File: src/rtl/alu8_pkg.sv
// ----------------------------------------------------------------------------
// alu8_pkg
// Operation codes, flag positions and request/result types of the 8-bit ALU.
// ----------------------------------------------------------------------------
package alu8_pkg;

    // Operation codes
    localparam logic [4:0] OP_ADD  = 5'd0;
    localparam logic [4:0] OP_ADC  = 5'd1;
    localparam logic [4:0] OP_SUB  = 5'd2;
    localparam logic [4:0] OP_SBC  = 5'd3;
    localparam logic [4:0] OP_AND  = 5'd4;
    localparam logic [4:0] OP_XOR  = 5'd5;
    localparam logic [4:0] OP_OR   = 5'd6;
    localparam logic [4:0] OP_CP   = 5'd7;
    localparam logic [4:0] OP_INC  = 5'd8;
    localparam logic [4:0] OP_DEC  = 5'd9;
    localparam logic [4:0] OP_RLCA = 5'd10;
    localparam logic [4:0] OP_RLA  = 5'd11;
    localparam logic [4:0] OP_RRCA = 5'd12;
    localparam logic [4:0] OP_RRA  = 5'd13;
    localparam logic [4:0] OP_RLC  = 5'd14;
    localparam logic [4:0] OP_RRC  = 5'd15;
    localparam logic [4:0] OP_RL   = 5'd16;
    localparam logic [4:0] OP_RR   = 5'd17;
    localparam logic [4:0] OP_SLA  = 5'd18;
    localparam logic [4:0] OP_SRA  = 5'd19;
    localparam logic [4:0] OP_SWAP = 5'd20;
    localparam logic [4:0] OP_SRL  = 5'd21;
    localparam logic [4:0] OP_BIT  = 5'd22;
    localparam logic [4:0] OP_RES  = 5'd23;
    localparam logic [4:0] OP_SET  = 5'd24;
    localparam logic [4:0] OP_DAA  = 5'd25;
    localparam logic [4:0] OP_CPL  = 5'd26;
    localparam logic [4:0] OP_CCF  = 5'd27;
    localparam logic [4:0] OP_SCF  = 5'd28;

    // Flag bit positions
    localparam int FLAG_Z = 3;
    localparam int FLAG_N = 2;
    localparam int FLAG_H = 1;
    localparam int FLAG_C = 0;

    // Decimal adjust constants
    localparam logic [7:0] DAA_HI_ADJ = 8'h60;
    localparam logic [7:0] DAA_LO_ADJ = 8'h06;
    localparam logic [7:0] DAA_HI_MAX = 8'h99;
    localparam logic [3:0] DAA_LO_MAX = 4'h9;

    // Stream widths
    localparam int S_DATA_W = 32;
    localparam int M_DATA_W = 16;

    typedef struct packed {
        logic [2:0] bit_index;
        logic [3:0] flags_in;
        logic [7:0] operand;
        logic [7:0] acc;
        logic [4:0] req_type;
    } alu8_req_t;

    typedef struct packed {
        logic       result_to_acc;
        logic       writes_result;
        logic [3:0] flags_out;
        logic [7:0] result;
    } alu8_res_t;

endpackage

File: src/rtl/alu8_core.sv
// ----------------------------------------------------------------------------
// alu8_core
// Combinational datapath: arithmetic, logic, shift/rotate, bit ops and DAA.
// ----------------------------------------------------------------------------
module alu8_core (
    input  alu8_pkg::alu8_req_t req,
    output alu8_pkg::alu8_res_t res
);
    import alu8_pkg::*;

    logic       fz, fn, fh, fc;
    logic       cin;
    logic [8:0] add_sum;
    logic [4:0] add_half;
    logic [8:0] sub_diff;
    logic [4:0] sub_half;
    logic [7:0] inc_val;
    logic [7:0] dec_val;
    logic [7:0] sh_src;
    logic [7:0] sh_val;
    logic       sh_co;
    logic [7:0] bit_mask;
    logic [7:0] daa_t1;
    logic [7:0] daa_val;
    logic       daa_c;

    assign fz = req.flags_in[FLAG_Z];
    assign fn = req.flags_in[FLAG_N];
    assign fh = req.flags_in[FLAG_H];
    assign fc = req.flags_in[FLAG_C];

    // carry/borrow in only for ADC and SBC
    assign cin = fc && (req.req_type == OP_ADC || req.req_type == OP_SBC);

    // adder and subtractor with half-carry taps
    assign add_sum  = {1'b0, req.acc} + {1'b0, req.operand} + {8'd0, cin};
    assign add_half = {1'b0, req.acc[3:0]} + {1'b0, req.operand[3:0]} + {4'd0, cin};
    assign sub_diff = {1'b0, req.acc} - {1'b0, req.operand} - {8'd0, cin};
    assign sub_half = {1'b0, req.acc[3:0]} - {1'b0, req.operand[3:0]} - {4'd0, cin};

    assign inc_val = req.operand + 8'd1;
    assign dec_val = req.operand - 8'd1;

    assign bit_mask = 8'd1 << req.bit_index;

    // shifter source: accumulator rotates use acc, prefixed ones the target
    assign sh_src = (req.req_type <= OP_RRA) ? req.acc : req.operand;

    always_comb begin
        sh_co  = 1'b0;
        sh_val = sh_src;
        case (req.req_type)
            OP_RLCA, OP_RLC: begin
                sh_co  = sh_src[7];
                sh_val = {sh_src[6:0], sh_src[7]};
            end
            OP_RLA, OP_RL: begin
                sh_co  = sh_src[7];
                sh_val = {sh_src[6:0], fc};
            end
            OP_RRCA, OP_RRC: begin
                sh_co  = sh_src[0];
                sh_val = {sh_src[0], sh_src[7:1]};
            end
            OP_RRA, OP_RR: begin
                sh_co  = sh_src[0];
                sh_val = {fc, sh_src[7:1]};
            end
            OP_SLA: begin
                sh_co  = sh_src[7];
                sh_val = {sh_src[6:0], 1'b0};
            end
            OP_SRA: begin
                sh_co  = sh_src[0];
                sh_val = {sh_src[7], sh_src[7:1]};
            end
            OP_SWAP: begin
                sh_co  = 1'b0;
                sh_val = {sh_src[3:0], sh_src[7:4]};
            end
            default: begin
                sh_co  = sh_src[0];
                sh_val = {1'b0, sh_src[7:1]};
            end
        endcase
    end

    // decimal adjust; high adjust never touches the low nibble
    always_comb begin
        daa_c   = fc;
        daa_t1  = req.acc;
        daa_val = req.acc;
        if (!fn) begin
            if (fc || req.acc > DAA_HI_MAX) begin
                daa_t1 = req.acc + DAA_HI_ADJ;
                daa_c  = 1'b1;
            end
            if (fh || req.acc[3:0] > DAA_LO_MAX) begin
                daa_val = daa_t1 + DAA_LO_ADJ;
            end else begin
                daa_val = daa_t1;
            end
        end else begin
            daa_t1  = fc ? (req.acc - DAA_HI_ADJ) : req.acc;
            daa_val = fh ? (daa_t1 - DAA_LO_ADJ) : daa_t1;
        end
    end

    // result selection and flags
    always_comb begin
        res.result        = 8'd0;
        res.flags_out     = req.flags_in;
        res.writes_result = 1'b1;
        res.result_to_acc = 1'b1;
        case (req.req_type) inside
            OP_ADD, OP_ADC: begin
                res.result    = add_sum[7:0];
                res.flags_out = {add_sum[7:0] == 8'd0, 1'b0, add_half[4], add_sum[8]};
            end
            OP_SUB, OP_SBC, OP_CP: begin
                res.result    = sub_diff[7:0];
                res.flags_out = {sub_diff[7:0] == 8'd0, 1'b1, sub_half[4], sub_diff[8]};
                if (req.req_type == OP_CP) begin
                    res.writes_result = 1'b0;
                    res.result_to_acc = 1'b0;
                end
            end
            OP_AND: begin
                res.result    = req.acc & req.operand;
                res.flags_out = {(req.acc & req.operand) == 8'd0, 1'b0, 1'b1, 1'b0};
            end
            OP_XOR: begin
                res.result    = req.acc ^ req.operand;
                res.flags_out = {(req.acc ^ req.operand) == 8'd0, 1'b0, 1'b0, 1'b0};
            end
            OP_OR: begin
                res.result    = req.acc | req.operand;
                res.flags_out = {(req.acc | req.operand) == 8'd0, 1'b0, 1'b0, 1'b0};
            end
            OP_INC: begin
                res.result        = inc_val;
                res.result_to_acc = 1'b0;
                res.flags_out     = {inc_val == 8'd0, 1'b0, inc_val[3:0] == 4'h0, fc};
            end
            OP_DEC: begin
                res.result        = dec_val;
                res.result_to_acc = 1'b0;
                res.flags_out     = {dec_val == 8'd0, 1'b1, dec_val[3:0] == 4'hF, fc};
            end
            [OP_RLCA:OP_RRA]: begin
                // accumulator rotates always clear Z
                res.result    = sh_val;
                res.flags_out = {1'b0, 1'b0, 1'b0, sh_co};
            end
            [OP_RLC:OP_SRL]: begin
                res.result        = sh_val;
                res.result_to_acc = 1'b0;
                res.flags_out     = {sh_val == 8'd0, 1'b0, 1'b0, sh_co};
            end
            OP_BIT: begin
                res.result        = req.operand;
                res.writes_result = 1'b0;
                res.result_to_acc = 1'b0;
                res.flags_out     = {(req.operand & bit_mask) == 8'd0, 1'b0, 1'b1, fc};
            end
            OP_RES: begin
                res.result        = req.operand & ~bit_mask;
                res.result_to_acc = 1'b0;
            end
            OP_SET: begin
                res.result        = req.operand | bit_mask;
                res.result_to_acc = 1'b0;
            end
            OP_DAA: begin
                res.result    = daa_val;
                res.flags_out = {daa_val == 8'd0, fn, 1'b0, daa_c};
            end
            OP_CPL: begin
                res.result    = ~req.acc;
                res.flags_out = {fz, 1'b1, 1'b1, fc};
            end
            OP_CCF: begin
                res.result        = req.acc;
                res.writes_result = 1'b0;
                res.result_to_acc = 1'b0;
                res.flags_out     = {fz, 1'b0, 1'b0, ~fc};
            end
            OP_SCF: begin
                res.result        = req.acc;
                res.writes_result = 1'b0;
                res.result_to_acc = 1'b0;
                res.flags_out     = {fz, 1'b0, 1'b0, 1'b1};
            end
            default: begin
                // unused codes: no-op
                res.result        = 8'd0;
                res.flags_out     = req.flags_in;
                res.writes_result = 1'b0;
                res.result_to_acc = 1'b0;
            end
        endcase
    end

endmodule

File: src/rtl/cpu_alu_8bit_with_shift_bit_unit.sv
// ----------------------------------------------------------------------------
// cpu_alu_8bit_with_shift_bit_unit
// 8-bit processor ALU with Z/N/H/C flags, shift and bit unit, stream ports.
// ----------------------------------------------------------------------------
// Usage:
//   The s_ channel carries one operation per transaction: opcode, accumulator,
//   second operand or target byte, current flags and bit number. The m_
//   channel returns one transaction per operation: result byte, new flags,
//   a write enable and a destination select (accumulator or target).
//   From s_ acceptance to m_tvalid an operation passes one input register,
//   then the ALU logic, then the result register.
//   Throughput is one operation per cycle while m_tready stays high; the ALU
//   logic is a single pass between those two registers, so nothing iterates.
//   When the receiver stalls (m_tready low), the result register holds and
//   the input register still takes one more operation, so s_tready drops
//   only once both registers are full. Results leave in issue order.
//   aresetn (synchronous, active low) empties both registers; the block has
//   no other state and is ready again in the first cycle after reset.
// ----------------------------------------------------------------------------
module cpu_alu_8bit_with_shift_bit_unit (
    input  logic                          aclk,
    input  logic                          aresetn,
    // s_tdata: req_type[4:0], acc[12:5], operand[20:13], flags_in[24:21],
    //          bit_index[27:25], zero[31:28]
    input  logic                          s_tvalid,
    output logic                          s_tready,
    input  logic [alu8_pkg::S_DATA_W-1:0] s_tdata,
    // m_tdata: result[7:0], flags_out[11:8], writes_result[12],
    //          result_to_acc[13], zero[15:14]
    output logic                          m_tvalid,
    input  logic                          m_tready,
    output logic [alu8_pkg::M_DATA_W-1:0] m_tdata
);
    import alu8_pkg::*;

    logic      in_valid_reg;
    logic      in_valid_next;
    alu8_req_t in_req_reg;
    logic      out_valid_reg;
    logic      out_valid_next;
    alu8_res_t out_res_reg;
    alu8_res_t alu_res;
    logic      out_load;
    logic      in_load;

    // result register takes a new transaction when empty or being drained
    assign out_load = in_valid_reg && (!out_valid_reg || m_tready);
    assign s_tready = !in_valid_reg || out_load;
    assign in_load  = s_tvalid && s_tready;

    assign in_valid_next  = in_load || (in_valid_reg && !out_load);
    assign out_valid_next = out_load || (out_valid_reg && !m_tready);

    // control
    always_ff @(posedge aclk) begin
        if (!aresetn) begin
            in_valid_reg  <= 1'b0;
            out_valid_reg <= 1'b0;
        end else begin
            in_valid_reg  <= in_valid_next;
            out_valid_reg <= out_valid_next;
        end
    end

    // input register
    always_ff @(posedge aclk) begin
        if (in_load) begin
            in_req_reg <= alu8_req_t'(s_tdata[$bits(alu8_req_t)-1:0]);
        end
    end

    alu8_core u_core (
        .req (in_req_reg),
        .res (alu_res)
    );

    // result register
    always_ff @(posedge aclk) begin
        if (out_load) begin
            out_res_reg <= alu_res;
        end
    end

    assign m_tvalid = out_valid_reg;
    assign m_tdata  = {{(M_DATA_W - $bits(alu8_res_t)){1'b0}}, out_res_reg};

endmodule

File: config.mk
export PLATFORM = sky130hd
export DESIGN_NAME = cpu_alu_8bit_with_shift_bit_unit
export DESIGN_NICKNAME = d
export VERILOG_FILES = /design/src/rtl/alu8_pkg.sv /design/src/rtl/alu8_core.sv /design/src/rtl/cpu_alu_8bit_with_shift_bit_unit.sv
export SDC_FILE = /design/constraint.sdc
export NUM_CORES = 1
export LEC_CHECK = 0
export ABC_AREA = 1
export BUFFER_PORTS_ARGS = -buffer_cell sky130_fd_sc_hd__buf_2
export CORE_AREA = 2 2 124 126
export DETAILED_ROUTE_END_ITERATION = 10
export DIE_AREA = 0 0 126 128
export SKIP_LAST_GASP = 1
export SLEW_MARGIN = 20
export SYNTH_ARGS = -nofsm -noshare
export SYNTH_HDL_FRONTEND = slang
export SYNTH_SLANG_ARGS = --single-unit
File: constraint.sdc
create_clock -name aclk -period 7.4 [get_ports aclk]
set_clock_uncertainty 0.1 [all_clocks]
set_input_delay 0.74 -clock aclk [delete_from_list [all_inputs] [get_ports aclk]]
set_output_delay 0.74 -clock aclk [all_outputs]
set_load 0.1 [all_outputs]
==> Yosys cells after proc, flatten, opt, wreduce, memory -nomap -nowiden <==
Cells that the tools add are included.
{ "word_totals": {"regBits": 44, "input_bits": 36, "out_inout_bits": 18, "wordCells": 175} }
{ "op_classes": {"add_sub_neg": 14, "magnitude_cmp": 6, "n_eq_ne": 28, "n_shift": 1, "muxes": 68, "bitwise_logic": 9, "n_reduce_logical": 37} }
{ "ops": {"columns": ["operator", "count"], "rows": [
  ["8-bit two-way mux", 23],
  ["8-bit zero test", 10],
  ["5-bit == test, second input constant", 12],
  ["8-bit one-hot mux with 7 select lines", 1],
  ["4-bit two-way mux", 13],
  ["5-bit by 4-bit == test with 1-bit output, second input constant", 8],
  ["1-bit two-way mux", 26],
  ["8-bit bitwise AND", 3],
  ["5-bit by 3-bit == test with 1-bit output, second input constant", 4],
  ["8-bit NOT", 2],
  ["8-bit OR", 2],
  ["5-bit by 2-bit == test with 1-bit output, second input constant", 2],
  ["5-bit by 4-bit greater-or-equal comparator with 1-bit output, second input constant", 2],
  ["2-bit OR reduction", 5],
  ["8-bit by 8-bit adder with 9-bit output", 1],
  ["9-bit by 1-bit adder with 9-bit output", 1],
  ["3-bit two-way mux", 3],
  ["8-bit by 8-bit subtractor with 9-bit output", 1],
  ["9-bit by 1-bit subtractor with 9-bit output", 1],
  ["8-bit by 1-bit adder with 8-bit output, second input constant", 1],
  ["8-bit by 3-bit adder with 8-bit output, second input constant", 1],
  ["8-bit by 7-bit adder with 8-bit output, second input constant", 1],
  ["8-bit greater-than comparator, second input constant", 1],
  ["1-bit by 3-bit left shift with 8-bit output, first input constant", 1],
  ["other kinds (23)", 38]
]} }

==> Longest topological paths before layout <==
Gate-level depths: netlist (run 1).
{ "depth": {"ltp_word": 21, "ltp_mapped": 24, "ltp_nobuf": 24} }

==> Hierarchy <==
A second synthesis (run 1) with hierarchy kept.
{ "unflattened": {"cells_unflattened": 703, "area_unflattened_um2": 4862.2} }
{ "modules_own_cells": {"columns": ["module", "instances", "cells_each", "area_each_um2", "seq_area_each_um2"], "rows": [
  ["alu8_core", 1, 645, 3487.1, 0.0],
  ["cpu_alu_8bit_with_shift_bit_unit", 1, 58, 1375.1, 1301.2]
]} }

==> Least setup slack after synthesis (run 1) <==
OpenSTA, ideal clock, no wires.
{ "synth_timing": {"path_kind": "register to register", "startpoint": "register in_req_reg[4] (netlist bit)", "endpoint": "register out_res_reg (netlist bit m_tdata[11]), data pin", "setup_time_ps": 130, "arrival_time_ps": 3302, "t_required_ps": 7170, "setup_slack_ps": 3867, "stages_incl_launch_ff": 15, "n_path_buf": 1, "synth_period_minus_slack_ps": 3533, "path_cell_list": "edfxtp_1 > buf_2 > nor2_1 > inv_1 > nor4_1 > inv_1 > fa_1 > fa_1 > o31ai_1 > nand2_1 > a31oi_1 > xor2_1 > a2111o_1 > or3_1 > nand2_1"} }
{ "synth_rtl": {"columns": ["item", "line", "source"], "rows": [
  ["start, declared", "cpu_alu_8bit_with_shift_bit_unit.sv:38", "alu8_req_t in_req_reg;"],
  ["start signal, assigned", "cpu_alu_8bit_with_shift_bit_unit.sv:68", "in_req_reg <= alu8_req_t'(s_tdata[$bits(alu8_req_t)-1:0]);"],
  ["end signal, assigned", "cpu_alu_8bit_with_shift_bit_unit.sv:80", "out_res_reg <= alu_res;"],
  ["end, declared", "cpu_alu_8bit_with_shift_bit_unit.sv:41", "alu8_res_t out_res_reg;"]
]} }

==> impl_metrics.env, run 1 <==
export IMPL_fin_crit_sh=0.572
export IMPL_cp_cell_sequence="nor2_1 -> inv_1 -> nor4_1 -> inv_1 -> fa_1 -> fa_1 -> o31ai_1 -> nand2_1 -> a31oi_1 -> xor2_1 -> a2111o_1 -> or3_1 -> nand2_1"
export IMPL_p_clk_frac=0.263
export IMPL_synth_avg_cell_area_um2=6.82
export IMPL_pwr_share_comb=0.371
export IMPL_drv_slew=0
export IMPL_start_kind="flop"
export IMPL_die_h_um=128
export IMPL_grt_max_degree=29
export IMPL_pwr_density_cell_nw_per_um2=157
export IMPL_ios=54
export IMPL_cts_htree_levels=2
export IMPL_gr_max_usage_layer="met2"
export IMPL_place_congestion=0.986
export IMPL_cts_made_buffers=5
export IMPL_period_minus_slack_ns=4.23
export IMPL_max_stage_delay_ns=0.61
export IMPL_worst_pin_slew_ns=0.768
export IMPL_clock_path_buffers=2
export IMPL_worstSetupPathType="flop to flop"
export IMPL_worst_path_max_delay_cell="edfxtp_1"
export IMPL_max_slew_margin_rel=0.483
export IMPL_cts_setup_buffers=0
export IMPL_grt_util_met2=0.324
export IMPL_vias=5168
export IMPL_ys_seq_elements=44
export IMPL_cts_hold_buf=0
export IMPL_p_seq_frac=0.366
export IMPL_synthTopCellsByCount="nand2_1, inv_1, nor2_1"
export IMPL_clkTransAtPathRegs_ns=0.07
export IMPL_met1_usage=0.281
export IMPL_crit_fanout=15
export IMPL_first_iter_violations=519
export IMPL_largest_reg_flops=28
export IMPL_netlist_top_cells_area="edfxtp_1, nand2_1, ha_1"
export IMPL_ys_warn_count=0
export IMPL_drc=0
export IMPL_p_sw_mw=0.359
export IMPL_drive_above_1_share=0.112
export IMPL_firstDrtPassIters=5
export IMPL_synth_most_common_cell="nand2_1"
export IMPL_coreArea_um2=14900
export IMPL_cts_resized=0
export IMPL_met3_usage=0.0342
export IMPL_viasPerCell=5.34
export IMPL_worstPathRequired_ns=7.48
export IMPL_outcome="finished, final reports clean"
export IMPL_switching_share=0.411
export IMPL_netlist_area_um2=5040
export IMPL_drt_total_wl_mm=16.3
export IMPL_finalPower_mw=0.874
export IMPL_end_kind="flop"
export IMPL_syn_to_final_growth_pct=10.5
export IMPL_die_area_um2=16100
export IMPL_cts_tree="yes"
export IMPL_fmax_ghz=0.236
export IMPL_synthArstFlopShare=0
export IMPL_place_port_buffers=47
export IMPL_yosys_area_top_type_share=0.250
export IMPL_grt_pass1_vias=4876
export IMPL_dp_hpwl_mm=12.7
export IMPL_nNetsFinal=856
export IMPL_grt_ovfl_total=0
export IMPL_critPathTopFamily="simple AND/OR/NAND/NOR gates"
export IMPL_yosys_area_top_type="edfxtp_1"
export IMPL_rows=45
export IMPL_yosysSeqAreaShare=0.258
export IMPL_synth_edf_count=42
export IMPL_netlist_instances=740
export IMPL_fillers=1639
export IMPL_wl_per_cell_um=16.9
export IMPL_worstPathArrival_ns=4.31
export IMPL_synthFlopType="edfxtp_1"
export IMPL_antenna_found_initial=0
export IMPL_n_antenna_cell=0
export IMPL_ant_nets=0
export IMPL_max_cap_violations=0
export IMPL_tns_ns=0
export IMPL_grt_pass1_wl_mm=26.0
export IMPL_clock_sinks=44
export IMPL_initial_core_util=0.339
export IMPL_setup_viol=0
export IMPL_die_width_um=126
export IMPL_timing_final_hold_violations=0
export IMPL_cp_buffers_inverters=2
export IMPL_clkLatencyLatePin_ns=0.30
export IMPL_leakagePower_nw=2.55
export IMPL_rsz0062_at_grt="no"
export IMPL_ys_types=52
export IMPL_hold_class="flop to flop"
export IMPL_cts_root_buf="clkbuf_16"
export IMPL_grt_use_total=0.204
export IMPL_p_int_mw=0.515
export IMPL_irDropWorstVdd_uv=81.7
[cell type report]
type                    count  area [um2]  area share
inverters                 103         387      0.0693
multi-input cells         576        3270       0.586
flip-flops and latches     44        1300       0.233
clock buffers               5         125      0.0224
clock inverters             3        18.8     0.00337
well taps                 188         235      0.0422
repair buffers             48         243      0.0435
[logic make-up (layout without fill, tap and decap cells)]
logic type / Yosys count / count (layout) / share of synthesized area
buf+inv: 121 / 159 / 0.0953
xor+xnor: 28 / 28 / 0.0486
compound gates: 141 / 141 / 0.168
flops: 44 / 44 / 0.258
other cells: 1 / 2 / 0.000744
simple gates: 363 / 363 / 0.319
fa+ha+maj: 42 / 42 / 0.110
[metal layers]
metal / wire, um / part of all wire
met1: 7450 / 0.46
met5: 0 / 0
met4: 430 / 0.026
met2: 7330 / 0.45
met3: 1100 / 0.067
[worst register-to-register path, stage by stage (launching register included)]
cell,delay [ns]
edfxtp_1,0.61
nor2_1,0.17
inv_1,0.10
nor4_1,0.57
inv_1,0.13
fa_1,0.43
fa_1,0.43
o31ai_1,0.36
nand2_1,0.15
a31oi_1,0.24
xor2_1,0.13
a2111o_1,0.29
or3_1,0.32
nand2_1,0.08
[path summary, 6_finish.rpt]
path	end	slack, ns	startpoint	cells past startpoint
worst max register to register	m_tdata[11]$_DFFE_PP_	3.17	in_req_reg[4]$_DFFE_PP_	13
worst min-delay path	m_tvalid$_SDFF_PN0_	0.37	in_valid_reg$_SDFF_PN0_	2
worst max-delay path	m_tdata[11]$_DFFE_PP_	3.17	in_req_reg[4]$_DFFE_PP_	13
worst min register to register	m_tvalid$_SDFF_PN0_	0.37	in_valid_reg$_SDFF_PN0_	2
[power by group through the flow]
stage	clock network [mW]	logic (mW)	registers [mW]
2_1_floorplan	0	0.208	0.355
3_3_place_gp	0	0.317	0.325
3_5_place_dp	0	0.318	0.325
4_1_cts	0.237	0.320	0.320
5_1_grt	0.246	0.358	0.322
6_report	0.230	0.324	0.320
[per-stage QoR]
step                      hold slack, ns  utilization  setup slack [ns]  instance area (um2)  instances
after floorplan                    0.347            -              3.87                 5050        741
after detailed placement           0.371        0.365              3.19                 5430        959
after global routing               0.412        0.375              2.97                 5580        967
after global placement             0.360        0.365              3.21                 5430        959
after CTS                          0.378        0.375              3.16                 5580        967
final                              0.374        0.375              3.17                 5580        967
[cell usage in the layout (no fill, tap or decap), types with 6 or more instances in the layout]
cell       netlist  final
nand4_1         17     17
a21oi_1         35     35
o211ai_1         7      7
nand2_1        172    172
nand3_1         52     52
edfxtp_1        42     42
nor3_1          16     16
buf_2            5     47
nor2_1          77     77
o21ai_0         52     52
o2111ai_1        9      9
xor2_1          21     21
inv_1           90     89
o22ai_1          6      6
xnor2_1          7      7
inv_2           10     11
o21ai_1          6      6
ha_1            38     38
Power figures use the tool's default switching activity.
==> inputs of run 2 (changes only) <==
--- a/config.mk
+++ b/config.mk
@@ -5,11 +5,11 @@
 export SDC_FILE = /design/constraint.sdc
 export NUM_CORES = 1
 export LEC_CHECK = 0
-export ABC_AREA = 1
+export ABC_AREA = 0
 export BUFFER_PORTS_ARGS = -buffer_cell sky130_fd_sc_hd__buf_2
-export CORE_AREA = 2 2 124 126
+export CORE_AREA = 2 2 128 130
 export DETAILED_ROUTE_END_ITERATION = 10
-export DIE_AREA = 0 0 126 128
+export DIE_AREA = 0 0 130 132
 export SKIP_LAST_GASP = 1
 export SLEW_MARGIN = 20
 export SYNTH_ARGS = -nofsm -noshare
==> constraint.sdc (replaced) <==
create_clock -name aclk -period 3.8 [get_ports aclk]
set_clock_uncertainty 0.1 [all_clocks]
set_input_delay 0.38 -clock aclk [delete_from_list [all_inputs] [get_ports aclk]]
set_output_delay 0.38 -clock aclk [all_outputs]
set_load 0.1 [all_outputs]
==> impl_metrics.env, run 2 <==
export IMPL_first_iter_violations=496
export IMPL_cts_root_buf="clkbuf_16"
export IMPL_hold_class="input pin to flop"
export IMPL_max_cap_violations=0
export IMPL_clkTransAtPathRegs_ns=0.07
export IMPL_viasPerCell=5.93
export IMPL_netlist_top_cells_area="edfxtp_1, ha_1, a21oi_1"
export IMPL_rows=46
export IMPL_cts_hold_buf=0
export IMPL_setup_slack_ns=0.373
export IMPL_tns_ns=0
export IMPL_synth_most_common_cell="nor2_1"
export IMPL_yosys_area_top_type="edfxtp_1"
export IMPL_ant_nets=0
export IMPL_die_width_um=130
export IMPL_ys_warn_count=0
export IMPL_wl_per_cell_um=21.3
export IMPL_start_kind="flop"
export IMPL_drv_slew=0
export IMPL_cts_resized=0
export IMPL_grt_max_degree=38
export IMPL_vias=5602
export IMPL_max_slew_margin_rel=0.540
export IMPL_fin_crit_sh=0.902
export IMPL_synthArstFlopShare=0
export IMPL_mostFrequentLayoutCells="nor2_1, a21oi_1, buf_2"
export IMPL_worstSetupPathType="flop to flop"
export IMPL_period_minus_slack_ns=3.43
export IMPL_antenna_found_initial=0
export IMPL_synthFlopType="edfxtp_1"
export IMPL_yosysSeqAreaShare=0.239
export IMPL_cts_made_buffers=5
export IMPL_firstDrtPassIters=5
export IMPL_synthTopCellsByCount="nor2_1, a21oi_1, nand2_1"
export IMPL_drive_above_1_share=0.147
export IMPL_rsz0062_at_grt="no"
export IMPL_die_h_um=132
export IMPL_clock_sinks=44
export IMPL_ys_types=83
export IMPL_irDropWorstVdd_uv=190
export IMPL_pre_cts_ws_ns=0.398
export IMPL_pwr_density_cell_nw_per_um2=301
export IMPL_worst_pin_slew_ns=0.681
export IMPL_die_area_um2=17200
export IMPL_final_util=0.390
export IMPL_largest_reg_flops=28
export IMPL_synth_edf_count=42
export IMPL_cts_setup_buffers=0
export IMPL_r2r_setup_slack_ns=0.37
export IMPL_ios=54
export IMPL_yosys_area_top_type_share=0.231
export IMPL_dp_hpwl_mm=15.0
export IMPL_outcome="finished, final reports clean"
export IMPL_cts_htree_levels=2
export IMPL_fmax_ghz=0.292
export IMPL_crit_fanout=4
export IMPL_initial_core_util=0.347
export IMPL_cts_tree="yes"
export IMPL_nNetsFinal=805
export IMPL_end_kind="flop"
export IMPL_grt_ovfl_total=0
export IMPL_leakagePower_nw=2.37
export IMPL_mostFrequentLayoutCell="nor2_1"
export IMPL_place_congestion=1.05
export IMPL_grt_pass1_wl_mm=30.8
export IMPL_setup_viol=0
export IMPL_clkLatencyLatePin_ns=0.31
export IMPL_clock_path_buffers=2
export IMPL_grt_use_total=0.235
export IMPL_syn_to_final_growth_pct=12.5
export IMPL_worstPathArrival_ns=3.46
export IMPL_ys_seq_elements=44
export IMPL_netlist_instances=690
export IMPL_drt_total_wl_mm=20.1
export IMPL_timing_final_hold_violations=0
export IMPL_drc=0
export IMPL_worstPathRequired_ns=3.84
export IMPL_coreArea_um2=15700
export IMPL_n_antenna_cell=0
export IMPL_netlist_area_um2=5450
export IMPL_synth_avg_cell_area_um2=7.90
export IMPL_place_port_buffers=47
export IMPL_grt_pass1_vias=5218
==> run 2: cell count changes in the layout (fill, tap and decap cells not counted), sizes merged, moves of 11 or more <==
cell / previous run / this run
nand2: 179 / 43
inv: 100 / 30
buf: 48 / 84
a21oi: 35 / 59
nand3: 52 / 29
nor2: 84 / 66
nor2b: 0 / 17
xnor2: 7 / 24
mux2i: 0 / 16
o21ai: 59 / 46
xor2: 21 / 9
nand2b: 0 / 11
==> run 2: stage by stage <==
step / instances / total power [mW] / area [um2] / hold slack [ns]
finish: 944 / 1.84 / 6130 / 0.143
global route: 944 / 1.93 / 6130 / 0.136
CTS: 944 / 1.84 / 6130 / 0.136
detailed placement: 936 / 1.31 / 5960 / 0.405
global placement: 936 / 1.31 / 5960 / 0.407
floorplan: 691 / 1.12 / 5450 / 0.377
==> run 2: layout make-up <==
cell class | count | area [um2]
Clock inverter | 3 | 42.5
Timing Repair Buffer | 84 | 513
Tap cell | 216 | 270
Multi-Input combinational cell | 561 | 3760
Inverter | 31 | 116
Fill cell | 1652 | 9580
Sequential cell | 44 | 1300
Clock buffer | 5 | 125
==> run 2: per-layer routing <==
metal / GRT usage / vias up / part of all wire
li1: - / 2635 / -
met1: 0.325 / 2675 / 0.44
met2: 0.350 / 249 / 0.44
met3: 0.0625 / 43 / 0.085
met4: 0.0890 / 0 / 0.034
met5: 0 / - / 0
==> run 2: cells by family after synthesis <==
logic type | synth area share
multiplexers | 0.0335
AO/OA/AOI/OAI | 0.262
other | 0.000688
XOR/XNOR | 0.0530
flip-flops | 0.239
buffers and inverters | 0.0719
adder cells (fa/ha/maj) | 0.102
AND/OR/NAND/NOR | 0.238
==> run 2: worst max-delay path: stages, from the launching register on <==
cell and delay (ns):
edfxtp_1 0.39, nor2_1 0.31, nand3_1 0.19, inv_1 0.10, fa_1 0.18, inv_1 0.07
fa_1 0.43, o21a_1 0.21, nor2_1 0.27, o21ai_0 0.21, a21o_1 0.21, a21oi_1 0.16
xor2_1 0.17, nand2_1 0.07, a22oi_1 0.21
==> run 2: power breakdown <==
| group | internal, mW | switching (mW) | total, mW |
|---|---|---|---|
| logic | 0.239 | 0.482 | 0.721 |
| registers | 0.571 | 0.0305 | 0.601 |
| clock network | 0.310 | 0.210 | 0.520 |
| total | 1.12 | 0.723 | 1.84 |
==> run 2: final timing paths <==
| path | from | to | depth (start not counted) |
|---|---|---|---|
| worst min register to register | in_valid_reg$_SDFF_PN0_ | m_tvalid$_SDFF_PN0_ | 1 |
| worst min-delay path | s_tdata[11] | in_req_reg[11]$_DFFE_PP_ | 1 |
| worst max-delay path | in_req_reg[2]$_DFFE_PP_ | m_tdata[8]$_DFFE_PP_ | 14 |
| worst max register to register | in_req_reg[2]$_DFFE_PP_ | m_tdata[8]$_DFFE_PP_ | 14 |
==> inputs of run 3 (changes only) <==
--- a/config.mk
+++ b/config.mk
@@ -7,9 +7,9 @@
 export LEC_CHECK = 0
 export ABC_AREA = 0
 export BUFFER_PORTS_ARGS = -buffer_cell sky130_fd_sc_hd__buf_2
-export CORE_AREA = 2 2 128 130
+export CORE_AREA = 5 5 131 133
 export DETAILED_ROUTE_END_ITERATION = 10
-export DIE_AREA = 0 0 130 132
+export DIE_AREA = 0 0 136 138
 export SKIP_LAST_GASP = 1
 export SLEW_MARGIN = 20
 export SYNTH_ARGS = -nofsm -noshare
==> impl_metrics.env, run 3 (same netlist as run 2, synthesis figures left out) <==
export IMPL_period_minus_slack_ns=3.33
export IMPL_rr_worst_depth=14
export IMPL_vias=5732
export IMPL_cts_tree="yes"
export IMPL_fin_crit_sh=0.876
export IMPL_n_antenna_cell=0
export IMPL_mostFrequentLayoutCells="nor2_1, a21oi_1, buf_2"
export IMPL_rsz0062_at_grt="no"
export IMPL_drt_total_wl_mm=19.9
export IMPL_clock_sinks=44
export IMPL_nNetsFinal=808
export IMPL_fin_cells=947
export IMPL_grt_max_degree=38
export IMPL_cts_hold_buf=0
export IMPL_die_width_um=136
export IMPL_ios=54
export IMPL_min_delay_path_depth=1
export IMPL_first_iter_violations=797
export IMPL_leakagePower_nw=2.38
export IMPL_timing_final_hold_violations=0
export IMPL_pwr_density_cell_nw_per_um2=300
export IMPL_cts_setup_buffers=0
export IMPL_place_congestion=1.04
export IMPL_mostFrequentLayoutCell="nor2_1"
export IMPL_largest_reg_flops=28
export IMPL_max_slew_margin_rel=0.504
export IMPL_crit_fanout=4
export IMPL_grt_use_total=0.210
export IMPL_hold_class="input pin to flop"
export IMPL_clkTransAtPathRegs_ns=0.07
export IMPL_cts_resized=0
export IMPL_tns_ns=0
export IMPL_ant_nets=0
export IMPL_start_kind="flop"
export IMPL_die_h_um=138
export IMPL_worstPathArrival_ns=3.38
export IMPL_syn_to_final_growth_pct=12.9
export IMPL_end_kind="flop"
export IMPL_place_port_buffers=47
export IMPL_initial_core_util=0.347
export IMPL_clkLatencyLatePin_ns=0.31
export IMPL_outcome="finished, final reports clean"
export IMPL_fmax_ghz=0.300
export IMPL_dp_hpwl_mm=15.0
export IMPL_grt_ovfl_total=0
export IMPL_irDropWorstVdd_uv=221
export IMPL_clock_path_buffers=2
export IMPL_drc=0
export IMPL_drv_slew=0
export IMPL_dp_cells=939
export IMPL_wl_per_cell_um=21.0
export IMPL_cts_made_buffers=5
export IMPL_drive_above_1_share=0.150
export IMPL_die_area_um2=18800
export IMPL_antenna_found_initial=0
export IMPL_setup_viol=0
export IMPL_rows=46
export IMPL_worstSetupPathType="flop to flop"
export IMPL_grt_pass1_vias=5429
export IMPL_firstDrtPassIters=6
export IMPL_cts_root_buf="clkbuf_16"
export IMPL_max_cap_violations=0
export IMPL_whs_ns=0.146
export IMPL_cts_htree_levels=2
export IMPL_grt_pass1_wl_mm=30.9
export IMPL_viasPerCell=6.05
export IMPL_coreArea_um2=15700
export IMPL_worst_pin_slew_ns=0.742
export IMPL_worstPathRequired_ns=3.85
## run 3: cell types whose count changed in the layout (fill, tap and decap cells not counted), sizes merged
cell	before	now
buf	84	87
## run 3: area by class of cell
class / instances / area (um2)
well taps: 216 / 270
flip-flops and latches: 44 / 1300
fillers: 1616 / 9560
clock buffers: 5 / 125
multi-input cells: 561 / 3760
clock inverters: 3 / 42.5
inverters: 31 / 116
repair buffers: 87 / 536
## run 3: power breakdown
part / internal [mW] / switching, mW
registers: 0.571 / 0.0322
logic: 0.242 / 0.481
clock network: 0.310 / 0.208
## run 3: critical path, cell delays in order (launching register included)
cell and delay (ns):
edfxtp_1 0.38, nor2_1 0.27, nand3_1 0.17, inv_1 0.09
fa_1 0.16, inv_1 0.07, fa_1 0.43, o21a_1 0.21
nor2_1 0.27, o21ai_0 0.22, a21o_1 0.22, a21oi_1 0.17
xor2_1 0.16, nand2_1 0.07, a22oi_1 0.18
## run 3: path summary, 6_finish.rpt
check / startpoint / end / slack (ns)
hold / removal: s_tdata[23] / in_req_reg[23]$_DFFE_PP_ / 0.15
hold reg to reg: in_valid_reg$_SDFF_PN0_ / m_tvalid$_SDFF_PN0_ / 0.43
setup reg to reg: in_req_reg[2]$_DFFE_PP_ / m_tdata[8]$_DFFE_PP_ / 0.47
setup / recovery: in_req_reg[2]$_DFFE_PP_ / m_tdata[8]$_DFFE_PP_ / 0.47
## run 3: metal layers
| layer | track usage | part of all wire | vias up |
|---|---|---|---|
| li1 | - | - | 2642 |
| met1 | 0.289 | 0.42 | 2702 |
| met2 | 0.306 | 0.42 | 337 |
| met3 | 0.0504 | 0.11 | 51 |
| met4 | 0.0987 | 0.047 | 0 |
| met5 | 0.0132 | 0 | - |
## run 3: through the flow
stage	setup WS, ns	cell area (um2)	total power, mW	utilization
global route	0.163	6150	1.93	0.391
CTS	0.441	6150	1.83	0.391
finish	0.471	6150	1.84	0.391
detailed placement	0.456	5980	1.31	0.381
floorplan	0.236	5450	1.12	-
global placement	0.524	5980	1.32	0.381
